[src/prqs_pkg.sv]
// ----------------------------------------------------------------------------
// prqs_pkg
// shared types and sizes for the priority ready-queue select block
// ----------------------------------------------------------------------------
`default_nettype none

package prqs_pkg;

  localparam int QUEUE_DEPTH = 16;
  localparam int SLOT_W      = $clog2(QUEUE_DEPTH);
  localparam int COUNT_W     = $clog2(QUEUE_DEPTH + 1);

  localparam logic REQ_ADD    = 1'b0;
  localparam logic REQ_SELECT = 1'b1;

  typedef struct packed {
    logic        req_type;
    logic [7:0]  proc_id;
    logic [7:0]  priority_req;
    logic [15:0] prog_counter;
    logic [15:0] code_size;
  } req_t;

  typedef struct packed {
    logic        found;
    logic [7:0]  chosen_id;
    logic [15:0] chosen_pc;
    logic        queue_full;
    logic [4:0]  entry_count;
  } rsp_t;

  // one table entry as stored in the entry memory
  typedef struct packed {
    logic [7:0]        id;
    logic [7:0]        prio;
    logic [15:0]       pc;
    logic [15:0]       size;
    logic [SLOT_W-1:0] order;
  } entry_t;

  localparam int ENTRY_W = $bits(entry_t);

  typedef struct packed {
    logic idle;
    logic done;
  } eng_status_t;

  typedef enum logic [2:0] {
    ST_IDLE,
    ST_ADD,
    ST_SCAN,
    ST_TAIL,
    ST_DECIDE,
    ST_DONE
  } eng_state_t;

endpackage

`default_nettype wire

[src/priority_ready_queue_select.sv]
// ----------------------------------------------------------------------------
// priority_ready_queue_select
// ready-queue table with add and highest-priority select
// ----------------------------------------------------------------------------
// One word at a time. An add steps through the valid bits to find the first
// free slot and writes the entry there; an add to a full table goes straight
// to the done state. A select walks the entry memory through its single read
// port, one entry a cycle, then decides; every finished entry removed on the
// way adds one more pass. The result is held in an output register, so a new
// word is taken while it waits; the engine only stalls in its done state while
// that register is still full and not being read.
// ----------------------------------------------------------------------------
`default_nettype none

module priority_ready_queue_select (
  input  wire logic           clk,
  input  wire logic           rst,
  input  wire logic           req_valid,
  output logic                req_ready,
  input  wire prqs_pkg::req_t req,
  output logic                rsp_valid,
  input  wire logic           rsp_ready,
  output prqs_pkg::rsp_t      rsp
);

  import prqs_pkg::*;

  eng_status_t status;
  rsp_t        eng_rsp;
  logic        take;

  assign req_ready = status.idle;
  assign take      = !rsp_valid || rsp_ready;

  prqs_engine u_engine (
    .clk    (clk),
    .rst    (rst),
    .start  (req_valid && req_ready),
    .req    (req),
    .take   (take),
    .status (status),
    .rsp    (eng_rsp)
  );

  // output register parts the engine from the consumer
  always_ff @(posedge clk) begin
    if (rst) begin
      rsp_valid <= 1'b0;
    end else if (status.done) begin
      rsp_valid <= 1'b1;
      rsp       <= eng_rsp;
    end else if (rsp_ready) begin
      rsp_valid <= 1'b0;
    end
  end

endmodule

`default_nettype wire

[src/prqs_ram.sv]
// ----------------------------------------------------------------------------
// prqs_ram
// simple dual-port synchronous ram, one write and one registered read port
// ----------------------------------------------------------------------------
`default_nettype none

module prqs_ram #(
  parameter int DEPTH = 16,
  parameter int WIDTH = 8
) (
  input  wire logic                     clk,
  input  wire logic                     we,
  input  wire logic [$clog2(DEPTH)-1:0] waddr,
  input  wire logic [WIDTH-1:0]         wdata,
  input  wire logic                     re,
  input  wire logic [$clog2(DEPTH)-1:0] raddr,
  output logic      [WIDTH-1:0]         rdata
);

  logic [WIDTH-1:0] mem [DEPTH];

  always_ff @(posedge clk) begin
    if (we) begin
      mem[waddr] <= wdata;
    end
  end

  always_ff @(posedge clk) begin
    if (re) begin
      rdata <= mem[raddr];
    end
  end

endmodule

`default_nettype wire

[src/prqs_engine.sv]
// ----------------------------------------------------------------------------
// prqs_engine
// sequencer that adds entries and scans the entry memory for the best one
// ----------------------------------------------------------------------------
`default_nettype none

module prqs_engine (
  input  wire logic                 clk,
  input  wire logic                 rst,
  input  wire logic                 start,
  input  wire prqs_pkg::req_t       req,
  input  wire logic                 take,
  output prqs_pkg::eng_status_t     status,
  output prqs_pkg::rsp_t            rsp
);

  import prqs_pkg::*;

  eng_state_t state, state_next;

  logic [QUEUE_DEPTH-1:0] valid;
  logic [COUNT_W-1:0]     count;
  req_t                   req_q;

  logic [SLOT_W-1:0] srch_idx;
  logic [SLOT_W-1:0] rd_idx;
  logic              chk_v;
  logic [SLOT_W-1:0] chk_idx;

  logic              have_best;
  logic [SLOT_W-1:0] best_slot;
  logic [7:0]        best_id;
  logic [7:0]        best_prio;
  logic [15:0]       best_pc;
  logic [15:0]       best_size;
  logic [SLOT_W-1:0] best_ord;

  // removal of the previous pass, applied to ranks during this pass
  logic              pend;
  logic [SLOT_W-1:0] pend_rank;

  logic              res_found;
  logic [7:0]        res_id;
  logic [15:0]       res_pc;
  logic              res_full;

  // memory ports
  logic              mem_we;
  logic [SLOT_W-1:0] mem_waddr;
  entry_t            mem_wdata;
  logic              mem_re;
  entry_t            mem_rdata;

  logic              slot_live;
  logic              ord_shift;
  logic [SLOT_W-1:0] ord_adj;
  logic              better;
  logic              add_wr;
  logic              is_full;
  logic              last_rd;
  logic              finished;

  prqs_ram #(
    .DEPTH (QUEUE_DEPTH),
    .WIDTH (ENTRY_W)
  ) u_ram (
    .clk   (clk),
    .we    (mem_we),
    .waddr (mem_waddr),
    .wdata (mem_wdata),
    .re    (mem_re),
    .raddr (rd_idx),
    .rdata (mem_rdata)
  );

  always_comb begin
    is_full   = count >= COUNT_W'(QUEUE_DEPTH);
    last_rd   = rd_idx == SLOT_W'(QUEUE_DEPTH - 1);
    finished  = best_pc == best_size;
    slot_live = chk_v && valid[chk_idx];
    ord_shift = slot_live && pend && (mem_rdata.order > pend_rank);
    ord_adj   = ord_shift ? mem_rdata.order - SLOT_W'(1) : mem_rdata.order;
    better    = slot_live &&
                (!have_best || (mem_rdata.prio > best_prio) ||
                 ((mem_rdata.prio == best_prio) && (ord_adj < best_ord)));
    add_wr    = (state == ST_ADD) && !valid[srch_idx];

    mem_re    = state == ST_SCAN;
    mem_we    = add_wr || ord_shift;
    if (add_wr) begin
      mem_waddr       = srch_idx;
      mem_wdata.id    = req_q.proc_id;
      mem_wdata.prio  = req_q.priority_req;
      mem_wdata.pc    = req_q.prog_counter;
      mem_wdata.size  = req_q.code_size;
      mem_wdata.order = count[SLOT_W-1:0];
    end else begin
      // rank write-back of a younger entry after a removal
      mem_waddr       = chk_idx;
      mem_wdata       = mem_rdata;
      mem_wdata.order = ord_adj;
    end
  end

  always_comb begin
    state_next  = state;
    status.idle = 1'b0;
    status.done = 1'b0;
    case (state)
      ST_IDLE: begin
        status.idle = 1'b1;
        if (start) begin
          if (req.req_type == REQ_SELECT) begin
            state_next = ST_SCAN;
          end else if (is_full) begin
            state_next = ST_DONE;
          end else begin
            state_next = ST_ADD;
          end
        end
      end
      ST_ADD: begin
        if (add_wr) begin
          state_next = ST_DONE;
        end
      end
      ST_SCAN: begin
        if (last_rd) begin
          state_next = ST_TAIL;
        end
      end
      ST_TAIL: begin
        state_next = ST_DECIDE;
      end
      ST_DECIDE: begin
        if (have_best && finished) begin
          state_next = ST_SCAN;
        end else begin
          state_next = ST_DONE;
        end
      end
      ST_DONE: begin
        status.done = take;
        if (take) begin
          state_next = ST_IDLE;
        end
      end
      default: begin
        state_next = ST_IDLE;
      end
    endcase
  end

  always_ff @(posedge clk) begin
    if (rst) begin
      state <= ST_IDLE;
    end else begin
      state <= state_next;
    end
  end

  always_ff @(posedge clk) begin
    if (rst) begin
      valid <= '0;
      count <= '0;
      chk_v <= 1'b0;
      pend  <= 1'b0;
    end else begin
      chk_v   <= state == ST_SCAN;
      chk_idx <= rd_idx;

      if (better) begin
        have_best <= 1'b1;
        best_slot <= chk_idx;
        best_id   <= mem_rdata.id;
        best_prio <= mem_rdata.prio;
        best_pc   <= mem_rdata.pc;
        best_size <= mem_rdata.size;
        best_ord  <= ord_adj;
      end

      case (state)
        ST_IDLE: begin
          if (start) begin
            req_q     <= req;
            srch_idx  <= '0;
            rd_idx    <= '0;
            have_best <= 1'b0;
            pend      <= 1'b0;
            res_found <= 1'b0;
            res_id    <= '0;
            res_pc    <= '0;
            res_full  <= (req.req_type == REQ_ADD) && is_full;
          end
        end
        ST_ADD: begin
          if (add_wr) begin
            valid[srch_idx] <= 1'b1;
            count           <= count + COUNT_W'(1);
          end else begin
            srch_idx <= srch_idx + SLOT_W'(1);
          end
        end
        ST_SCAN: begin
          rd_idx <= rd_idx + SLOT_W'(1);
        end
        ST_DECIDE: begin
          rd_idx    <= '0;
          have_best <= 1'b0;
          if (have_best && finished) begin
            // drop the finished entry and rescan with ranks closing up
            valid[best_slot] <= 1'b0;
            count            <= count - COUNT_W'(1);
            pend             <= 1'b1;
            pend_rank        <= best_ord;
          end else begin
            pend      <= 1'b0;
            res_found <= have_best;
            res_id    <= have_best ? best_id : 8'd0;
            res_pc    <= have_best ? best_pc : 16'd0;
          end
        end
        default: begin
        end
      endcase
    end
  end

  always_comb begin
    rsp.found       = res_found;
    rsp.chosen_id   = res_id;
    rsp.chosen_pc   = res_pc;
    rsp.queue_full  = res_full;
    rsp.entry_count = 5'(count);
  end

endmodule

`default_nettype wire

[config.mk]
export PLATFORM = sky130hd
export DESIGN_NAME = priority_ready_queue_select
export DESIGN_NICKNAME = d
export VERILOG_FILES = /design/src/prqs_pkg.sv /design/src/priority_ready_queue_select.sv /design/src/prqs_ram.sv /design/src/prqs_engine.sv
export SDC_FILE = /design/constraint.sdc
export NUM_CORES = 1
export LEC_CHECK = 0
export BUFFER_PORTS_ARGS = -buffer_cell sky130_fd_sc_hd__buf_2
export CORE_AREA = 2 2 196 391
export DETAILED_ROUTE_END_ITERATION = 8
export DIE_AREA = 0 0 198 393
export PLACE_DENSITY_LB_ADDON = 0.05
export REMOVE_ABC_BUFFERS = 1
export SLEW_MARGIN = 20
export SYNTH_ARGS = -nofsm -noshare
export SYNTH_HDL_FRONTEND = slang
export SYNTH_HIERARCHICAL = 1
export SYNTH_SLANG_ARGS = --single-unit
[constraint.sdc]
create_clock -name clk -period 6.6 [get_ports clk]
set_input_delay 0.66 -clock clk [delete_from_list [all_inputs] [get_ports clk]]
set_output_delay 0.66 -clock clk [all_outputs]
set_load 0.1 [all_outputs]
==> impl_metrics.tcl, run 1 <==
set metrics [dict create \
    routabilityCongestion 0.827 \
    insertion_delay_ns 0.67 \
    grt_setup_unrepaired "no" \
    status "finished clean" \
    synth_compound_area_frac 0.0344 \
    fillers 5184 \
    start_util 0.557 \
    ctsRootBufferMaster "clkbuf_16" \
    final_max_slew_viol_count 0 \
    io_buffers 85 \
    yosysSeqAreaShare 0.779 \
    drtAntennaViolNets 0 \
    post-place-cells 3001 \
    p_leak_nw 14.9 \
    synth-xor-area-share 0.00568 \
    worstRegToRegCells 8 \
    h-tree-depth 3 \
    routed_wl_um 96300 \
    crit_type "flip-flop to flip-flop" \
    power_w 0.0182 \
    die_w_um 198 \
    grt_max_degree 145 \
    tns_ns 0 \
    hp-start "req[20]" \
    antenna_found_initial 4 \
    nets 2164 \
    pin_count 86 \
    ys_types 56 \
    path_max_fanout 28 \
    drv_cap 0 \
    syn_inst 1955 \
    synth_simple_gate_area_frac 0.0245 \
    die-area_um2 77800 \
    met1_usage 0.324 \
    crit_path_top_delay_cell "nor2_4" \
    die_h_um 393 \
    core-area_um2 74800 \
    synth_fa_ha_area_frac 0.00769 \
    hp-class "input port to flip-flop" \
    grt_pass1_wl_um 141000 \
    final_cell_mix "1062 x edfxtp_1, 212 x mux4_2, 108 x a22oi_1, 93 x clkbuf_16, 85 x buf_2" \
    grt_use_met2 0.467 \
    drtIter0Drc 1671 \
    via_per_inst 6.22 \
    wire_per_inst_um 30.4 \
    vdd_drop_max_v 0.000302 \
    cp_num_cells 8 \
    synth_area_um2 41600 \
    fin_skew_ns 0.0226 \
    overflow 0 \
    cp-end-kind "flip-flop" \
    required_ns 6.90 \
    fmax_mhz 200 \
    cp_common_cell "buf_4" \
    vias 19700 \
    path_cells "or3b_2, nor2_1, a22oi_4, buf_4, o21ai_0, nand2_1, nor2_4, buf_4" \
    r2r_slack_ns 1.60 \
    r2r_end "u_engine/u_ram/mem[15][18]$_DFFE_PP_" \
    slowest_delay_ns 0.81 \
    drc_errors 0 \
    grt_pass1_vias 20800 \
    maxSlewHeadroom 0.265 \
    drive_above_1_share 0.257 \
    r2r_start "u_engine/state[0]$_SDFFE_PP0P_" \
    synth_edf_count 1062 \
    grt.busiest_layer "met2" \
    whs_endpoint "u_engine/req_q[20]$_DFFE_PP_" \
    hold_path_depth 1 \
    final_common_cell "edfxtp_1" \
    synth_async_sr_flop_share 0 \
    yosys_warnings 6 \
    clock-sinks 1089 \
    finalSetupViolations 0 \
    cp.buffers_inverters 2 \
    clk_path_buf_depth 3 \
    critPathTopFamily "simple AND/OR/NAND/NOR gates" \
    hold_viol 0 \
    syn2layout_area_growth_pct 11.2 \
    grtUsageTotal 0.257 \
    cts_tree "built" \
    cts_resized 0 \
    cts_setup_buffers 0 \
    cp.arrival_ns 5.31 \
    ys.flop_type "edfxtp_1" \
    instances_no_fill 3164 \
    cts_buffers 91 \
    synthMuxAreaShare 0.133 \
    fin_crit_ns 5.00 \
    power_density_nw_per_um2 393 \
    rows 142 \
    grt_util_met3 0.0296 \
    cp-start-kind "flip-flop" \
    synth_seq_cells 1089 \
    drtPass1Iterations 5 \
    syn_avg_cell_area_um2 21.3 \
    clk_pin_slew_ns 0.07 \
    synth_top_family_by_area "multiplexers" \
    cts_hold_buf 0 \
    place_hpwl_um 55500 \
    worst_hold_slack_ns 0.166 \
    finalCritPeriodShare 0.758 \
    worst_pin_slew_ns 1.09 \
]
state kept, by name, summed over array words and instances, names as in the netlist, 5 cells and up:
signal / cells
u_engine/count: 5
u_engine/best_prio: 8
u_engine/u_ram/rdata: 52
u_engine/res_pc: 16
u_engine/valid: 16
u_engine/best_id: 8
u_engine/req_q: 48
u_engine/best_pc: 16
u_engine/u_ram/mem: 832
rsp: 31
u_engine/res_id: 8
u_engine/best_size: 16
routing by layer:
metal | up-vias | wire, um
met1 | 10600 | 36100
met3 | 124 | 5150
li1 | 8314 | -
met4 | 2 | 2260
met2 | 647 | 52800
met5 | - | 13
worst max-delay path by stage:
stage / start / endpoint
after CTS: u_engine/state[0]$_SDFFE_PP0P_ / u_engine/u_ram/mem[15][7]$_DFFE_PP_
after floorplan: u_engine/rd_idx[0]$_SDFFCE_PN0P_ / u_engine/state[1]$_SDFFE_PP0P_
after global routing: u_engine/state[0]$_SDFFE_PP0P_ / u_engine/u_ram/mem[15][18]$_DFFE_PP_
after detailed placement: u_engine/srch_idx[1]$_SDFFCE_PN0P_ / u_engine/u_ram/mem[15][14]$_DFFE_PP_
after global placement: u_engine/srch_idx[1]$_SDFFCE_PN0P_ / u_engine/u_ram/mem[15][33]$_DFFE_PP_
final: u_engine/state[0]$_SDFFE_PP0P_ / u_engine/u_ram/mem[15][18]$_DFFE_PP_
synthesized netlist by cell type (2+ instances only):
cell type,n,area [um^2]
a21o_1,16,120
buf_6,15,169
nand3_1,7,35.0
nand2_1,83,312
buf_4,6,45.0
xor2_1,15,131
or3_1,2,12.5
o2111ai_1,2,17.5
and3_1,5,31.3
nor3b_1,2,15.0
o211ai_1,3,22.5
nor2_1,41,154
a21oi_1,22,110
edfxtp_1,1062,31900
nor4_1,7,43.8
xnor2_1,12,105
a211oi_1,8,60.1
mux2_2,56,631
o21a_1,2,15.0
inv_1,34,128
mux2i_1,15,150
o21ai_0,8,40.0
nand4_1,4,25.0
and2_1,30,188
nand3b_1,2,15.0
buf_2,26,130
mux4_2,212,4770
clkbuf_1,39,146
buf_1,3,11.3
a31oi_1,10,62.6
nor3_1,11,55.1
dfxtp_1,27,541
a41oi_1,3,26.3
nand2b_1,4,25.0
ha_1,24,300
a22oi_1,108,811
or3b_2,2,17.5
nor2b_1,9,56.3
power breakdown:
group / switching (W) / total (W) / internal, W
clock network: 0.00236 / 0.00529 / 0.00293
registers: 0.000235 / 0.00925 / 0.00902
logic: 0.00244 / 0.00365 / 0.00121
worst reg2reg max path, stage by stage, from the launching register on:
cell     delay [ns]
dfxtp_1        0.52
or3b_2         0.55
nor2_1         0.27
a22oi_4        0.26
buf_4          0.33
o21ai_0        0.79
nand2_1        0.47
nor2_4         0.81
buf_4          0.60
cells by family (layout without fill, tap and decap cells):
group | Yosys count | in the layout
flip-flops | 1089 | 1089
multiplexers | 283 | 283
AND/OR/NAND/NOR | 212 | 212
AO/OA/AOI/OAI | 195 | 195
buffers and inverters | 124 | 324
XOR/XNOR | 27 | 27
adder cells (fa/ha/maj) | 25 | 25
other | 0 | 1
layout make-up:
class	count	area (um^2)	share of cell area
Sequential cell	1089	32400	0.701
Multi-Input combinational cell	742	8730	0.189
Clock buffer	114	2410	0.0520
Tap cell	1008	1260	0.0272
Timing Repair Buffer	127	853	0.0184
Clock inverter	48	463	0.0100
Inverter	35	131	0.00284
Antenna cell	1	2.50	0.0000541
per-stage QoR:
step	utilization	instance area (um^2)	setup WS, ns
after floorplan	-	41100	-2.96
after global placement	0.580	43400	1.79
after detailed placement	0.580	43400	1.59
after CTS	0.619	46300	1.56
after global routing	0.619	46300	1.29
final	0.619	46300	1.60
Power figures use the tool's default switching activity.
==> inputs of run 2 (changes only) <==
--- a/config.mk
+++ b/config.mk
@@ -6,9 +6,9 @@
 export NUM_CORES = 1
 export LEC_CHECK = 0
 export BUFFER_PORTS_ARGS = -buffer_cell sky130_fd_sc_hd__buf_2
-export CORE_AREA = 2 2 196 391
+export CORE_AREA = 2 2 195 388
 export DETAILED_ROUTE_END_ITERATION = 8
-export DIE_AREA = 0 0 198 393
+export DIE_AREA = 0 0 197 390
 export PLACE_DENSITY_LB_ADDON = 0.05
 export REMOVE_ABC_BUFFERS = 1
 export SLEW_MARGIN = 20
==> constraint.sdc (replaced) <==
create_clock -name clk -period 4.8 [get_ports clk]
set_input_delay 0.48 -clock clk [delete_from_list [all_inputs] [get_ports clk]]
set_output_delay 0.48 -clock clk [all_outputs]
set_load 0.1 [all_outputs]
==> run 2 against run 1 <==
Worst hold slack worse by 0.12 ns; flip-flop and latch count stayed put; highest routed layer is now met4; largest power group unchanged; die area is 1.3% lower.
==> impl_metrics.tcl, run 2 (same netlist as run 1, synthesis figures left out) <==
set metrics [dict create \
    hold_viol 0 \
    pin_count 86 \
    finalCritPeriodShare 0.846 \
    die_w_um 197 \
    grt_pass1_vias 21100 \
    clk_path_buf_depth 3 \
    post-place-ws_ns 0.791 \
    drive_above_1_share 0.264 \
    drv_cap 0 \
    crit_type "flip-flop to flip-flop" \
    rows 141 \
    antenna_found_initial 1 \
    die_h_um 390 \
    path_max_fanout 32 \
    power_density_nw_per_um2 543 \
    drtAntennaViolNets 0 \
    largest_reg_flops 832 \
    fin_ws_ns 0.738 \
    vdd_drop_max_v 0.000366 \
    r2r_start "u_engine/chk_idx[0]$_DFFE_PN_" \
    grt_pass1_wl_um 147000 \
    worst_hold_slack_ns 0.0485 \
    finalSetupViolations 0 \
    place_hpwl_um 64800 \
    fillers 5078 \
    drtPass1Iterations 5 \
    grt_setup_unrepaired "no" \
    power_switching_share 0.286 \
    cp-end-kind "flip-flop" \
    wire_per_inst_um 32.4 \
    combPwrFrac 0.208 \
    routabilityCongestion 0.842 \
    status "finished clean" \
    drc_errors 0 \
    worst_pin_slew_ns 1.08 \
    tns_ns 0 \
    cts_buffers 92 \
    cp-start-kind "flip-flop" \
    cts_setup_buffers 0 \
    routed_wl_um 102000 \
    final_cell_mix "1062 x edfxtp_1, 212 x mux4_2, 108 x a22oi_1, 94 x clkbuf_16, 85 x buf_2" \
    grtUsageTotal 0.275 \
    final_common_cell "edfxtp_1" \
    core-area_um2 73700 \
    overflow 0 \
    top_register "u_engine/u_ram/mem" \
    top_regs "u_engine/u_ram/mem x832, u_engine/u_ram/rdata x52, u_engine/req_q x48" \
    drtIter0Drc 1578 \
    p_seq_frac 0.501 \
    start_util 0.565 \
    fin_skew_ns 0.0282 \
    clock-sinks 1089 \
    cp.arrival_ns 4.42 \
    maxSlewHeadroom 0.283 \
    clk_pin_slew_ns 0.06 \
    required_ns 5.16 \
    r2r_slack_ns 0.74 \
    p_leak_nw 15.3 \
    final_max_slew_viol_count 0 \
    cts_tree "built" \
    diodes 0 \
    io_buffers 85 \
    power.switching_w 0.00732 \
    fin_util 0.638 \
    hp-class "input port to flip-flop" \
    h-tree-depth 3 \
    vias 20000 \
    cp-endpoint "u_engine/best_slot[3]$_DFFE_PP_" \
    r2r_end "u_engine/best_slot[3]$_DFFE_PP_" \
    cts_resized 0 \
    via_per_inst 6.33 \
    grt_max_degree 108 \
    die-area_um2 76800 \
    insertion_delay_ns 0.69 \
    syn2layout_area_growth_pct 13.0 \
    cp-startpoint "u_engine/chk_idx[0]$_DFFE_PN_" \
    p_clk_frac 0.291 \
    nets 2233 \
    p_int_w 0.0182 \
    cts_hold_buf 42 \
    worstRegToRegCells 9 \
    fin_crit_ns 4.06 \
    ctsRootBufferMaster "clkbuf_16" \
    fmax_mhz 246 \
]
-- run 2: cell count changes in the layout (fill, tap and decap cells not counted), moves of 2 or more --
cell	change
dlygate4sd3_1	+42
buf_4	+13
buf_12	+12
clkinvlp_4	+5
clkbuf_1	-3
clkinv_1	+3
clkinv_2	+2
-- run 2: critical path: stages, from the launching register on --
cell       delay, ns
edfxtp_1        0.62
mux4_2          0.57
o2111ai_1       0.51
a211oi_1        0.17
xor2_1          0.32
ha_1            0.32
a2111o_1        0.43
nand3_1         0.12
o211a_4         0.37
buf_12          0.29
-- run 2: stage by stage --
stage | total power [W] | cells | cell area [um^2]
finish | 0.0255 | 3161 | 47000
global route | 0.0264 | 3161 | 47000
CTS | 0.0258 | 3161 | 47000
detailed placement | 0.0184 | 2948 | 43700
global placement | 0.0182 | 2947 | 43700
floorplan | 0.0166 | 1866 | 41100
-- run 2: worst min-delay path by stage --
stage                                      startpoint                           end  slack (ns)  depth (start not counted)
CTS                                           req[38]  u_engine/req_q[38]$_DFFE_PP_       0.008                          1
global route                                  req[27]  u_engine/req_q[27]$_DFFE_PP_        0.01                          1
finish                                        req[27]  u_engine/req_q[27]$_DFFE_PP_        0.05                          1
global placement    u_engine/res_pc[14]$_SDFFCE_PN0P_             rsp[20]$_DFFE_PP_        0.41                          0
floorplan            u_engine/res_pc[4]$_SDFFCE_PN0P_             rsp[10]$_DFFE_PP_        0.40                          0
detailed placement   u_engine/res_pc[7]$_SDFFCE_PN0P_             rsp[13]$_DFFE_PP_        0.41                          0
-- run 2: area by class of cell --
type	count	area, um^2	area share
Clock buffer	112	2420	0.0514
Clock inverter	59	538	0.0114
Inverter	35	131	0.00279
Multi-Input combinational cell	742	8730	0.186
Sequential cell	1089	32400	0.689
Tap cell	929	1160	0.0247
Timing Repair Buffer	195	1630	0.0346
-- run 2: metal layers --
| layer | GRT usage | part of all wire | up-vias |
|---|---|---|---|
| li1 | - | - | 8465 |
| met1 | 0.329 | 0.36 | 10800 |
| met2 | 0.507 | 0.56 | 649 |
| met3 | 0.0349 | 0.045 | 154 |
| met4 | 0.103 | 0.037 | 0 |
| met5 | 0 | 0 | - |
-- run 2: power groups by stage --
stage                     logic [W]  clock network (W)  registers [W]
after global placement      0.00523                  0         0.0130
after global routing        0.00568            0.00790         0.0128
after floorplan             0.00339                  0         0.0132
after CTS                   0.00542            0.00758         0.0128
final                       0.00532            0.00742         0.0128
after detailed placement    0.00538                  0         0.0130
==> inputs of run 3 (changes only) <==
--- a/config.mk
+++ b/config.mk
@@ -6,9 +6,9 @@
 export NUM_CORES = 1
 export LEC_CHECK = 0
 export BUFFER_PORTS_ARGS = -buffer_cell sky130_fd_sc_hd__buf_2
-export CORE_AREA = 2 2 195 388
+export CORE_AREA = 2 2 196 391
 export DETAILED_ROUTE_END_ITERATION = 8
-export DIE_AREA = 0 0 197 390
+export DIE_AREA = 0 0 198 393
 export PLACE_DENSITY_LB_ADDON = 0.05
 export REMOVE_ABC_BUFFERS = 1
 export SLEW_MARGIN = 20
==> constraint.sdc (replaced) <==
create_clock -name clk -period 3.69 [get_ports clk]
set_input_delay 0.369 -clock clk [delete_from_list [all_inputs] [get_ports clk]]
set_output_delay 0.369 -clock clk [all_outputs]
set_load 0.1 [all_outputs]
==> run 3 against run 2 <==
Global-route usage fell by 0.85 points; first-iteration DRC count fell by 10%; routed wire length fell by 2.5%; total power rose by 32%; largest power group unchanged.
==> impl_metrics.tcl, run 3 (same netlist as run 1, synthesis figures left out) <==
set metrics [dict create \
    path_max_fanout 31 \
    ctsRootBufferMaster "clkbuf_16" \
    cp.arrival_ns 3.90 \
    vias 20000 \
    fin_skew_ns 0.0232 \
    hold_path_depth 2 \
    path_cells "mux4_2, o2111ai_1, buf_4, a211oi_1, xor2_1, ha_1, a2111o_1, nand3_1, o211a_4, buf_12" \
    antenna_found_initial 2 \
    status "finished clean" \
    largest_reg_flops 832 \
    top_register "u_engine/u_ram/mem" \
    cts_tree "built" \
    grtUsageTotal 0.267 \
    r2r_end "u_engine/best_id[3]$_DFFE_PP_" \
    drtPass1Iterations 5 \
    drtIter0Drc 1414 \
    critPathTopFamily "compound AO/OA/AOI/OAI gates" \
    power_density_nw_per_um2 704 \
    dpl_cell_area_um2 44200 \
    die_h_um 393 \
    grt_setup_unrepaired "no" \
    via_per_inst 6.11 \
    clk_path_buf_depth 3 \
    insertion_delay_ns 0.68 \
    io_buffers 85 \
    fillers 5062 \
    combPwrFrac 0.209 \
    r2r_start "u_engine/chk_idx[0]$_DFFE_PN_" \
    p_clk_frac 0.301 \
    core-area_um2 74800 \
    syn2layout_area_growth_pct 15.1 \
    whs_endpoint "u_engine/count[2]$_SDFFE_PP0P_" \
    overflow 0 \
    cp-start-kind "flip-flop" \
    final_max_slew_viol_count 0 \
    clk_pin_slew_ns 0.07 \
    tns_ns 0 \
    clock-sinks 1089 \
    die-area_um2 77800 \
    nets 2273 \
    drv_cap 0 \
    hp-start "rst" \
    drtAntennaViolNets 0 \
    final_cell_mix "1062 x edfxtp_1, 212 x mux4_2, 108 x a22oi_1, 95 x clkbuf_16, 85 x buf_2" \
    h-tree-depth 3 \
    hold_viol 0 \
    start_util 0.557 \
    routed_wl_um 99700 \
    crit_type "flip-flop to flip-flop" \
    slowest_delay_ns 0.59 \
    drc_errors 0 \
    fmax_mhz 282 \
    worstRegToRegCells 10 \
    cp-end-kind "flip-flop" \
    worst_pin_slew_ns 1.12 \
    p_seq_frac 0.490 \
    routabilityCongestion 0.885 \
    final_common_cell "edfxtp_1" \
    p_int_w 0.0243 \
    grt_max_degree 71 \
    crit_path_top_delay_cell "edfxtp_1" \
    worst_hold_slack_ns 0.200 \
    post-place-cells 3058 \
    finalCritPeriodShare 0.961 \
    place_hpwl_um 62700 \
    die_w_um 198 \
    drive_above_1_share 0.281 \
    final_area_um2 47900 \
    cts_buffers 92 \
    pin_count 86 \
    r2r_slack_ns 0.15 \
    p_leak_nw 15.6 \
    cp.buffers_inverters 2 \
    finalSetupViolations 0 \
    wire_per_inst_um 30.4 \
    required_ns 4.04 \
    top_regs "u_engine/u_ram/mem x832, u_engine/u_ram/rdata x52, u_engine/req_q x48" \
    fin_util 0.640 \
    grt_pass1_wl_um 145000 \
    vdd_drop_max_v 0.000480 \
    hp-class "input port to flip-flop" \
    power.switching_w 0.00943 \
    instances_no_fill 3281 \
    maxSlewHeadroom 0.250 \
    power_switching_share 0.280 \
    grt_pass1_vias 21300 \
    fin_crit_ns 3.54 \
    rows 142 \
]
==> run 3: cell type report <==
type	count	area, um^2	share of cell area
clock inverters	65	728	0.0152
inverters	35	131	0.00274
diodes	1	2.50	0.0000522
well taps	1008	1260	0.0263
flip-flops and latches	1089	32400	0.677
repair buffers	235	2190	0.0457
clock buffers	106	2420	0.0505
multi-input cells	742	8730	0.182
==> run 3: worst max path at each step <==
stage,from,endpoint,cells past startpoint
floorplan,u_engine/rd_idx[0]$_SDFFCE_PN0P_,u_engine/state[1]$_SDFFE_PP0P_,7
global placement,u_engine/state[0]$_SDFFE_PP0P_,u_engine/u_ram/mem[9][19]$_DFFE_PP_,9
detailed placement,u_engine/srch_idx[1]$_SDFFCE_PN0P_,u_engine/u_ram/mem[8][34]$_DFFE_PP_,7
CTS,u_engine/srch_idx[1]$_SDFFCE_PN0P_,u_engine/u_ram/mem[8][34]$_DFFE_PP_,7
global route,u_engine/chk_idx[0]$_DFFE_PN_,u_engine/best_size[2]$_DFFE_PP_,10
finish,u_engine/chk_idx[0]$_DFFE_PN_,u_engine/best_id[3]$_DFFE_PP_,10
==> run 3: layer usage <==
layer | GRT usage | vias up | share of wire
met5 | 0 | - | 0.00013
met4 | 0.0968 | 2 | 0.034
met3 | 0.0345 | 149 | 0.043
met2 | 0.489 | 590 | 0.55
li1 | - | 8547 | -
met1 | 0.322 | 10700 | 0.37
==> run 3: power groups by stage <==
| stage | clock network, W | registers (W) | logic [W] |
|---|---|---|---|
| floorplan | 0 | 0.0171 | 0.00442 |
| global placement | 0 | 0.0168 | 0.00694 |
| detailed placement | 0 | 0.0168 | 0.00709 |
| CTS | 0.0104 | 0.0165 | 0.00715 |
| global route | 0.0108 | 0.0166 | 0.00754 |
| finish | 0.0101 | 0.0165 | 0.00704 |
==> run 3: through the flow <==
| step | total power, W | worst slack (ns) |
|---|---|---|
| finish | 0.0337 | 0.145 |
| global placement | 0.0237 | 0.0981 |
| detailed placement | 0.0239 | 0.0593 |
| CTS | 0.0341 | 0.0463 |
| global route | 0.0349 | 0.0128 |
| floorplan | 0.0216 | -5.87 |
==> run 3: repair_timing <==
item / 4_1_cts / 5_1_grt
gates resized for setup: 0 / 1
buffers inserted: 0 / 1
hold endpoints to repair: 50 / 0
hold buffers: 50 / 0
endpoints found under the setup margin: 0 / 156
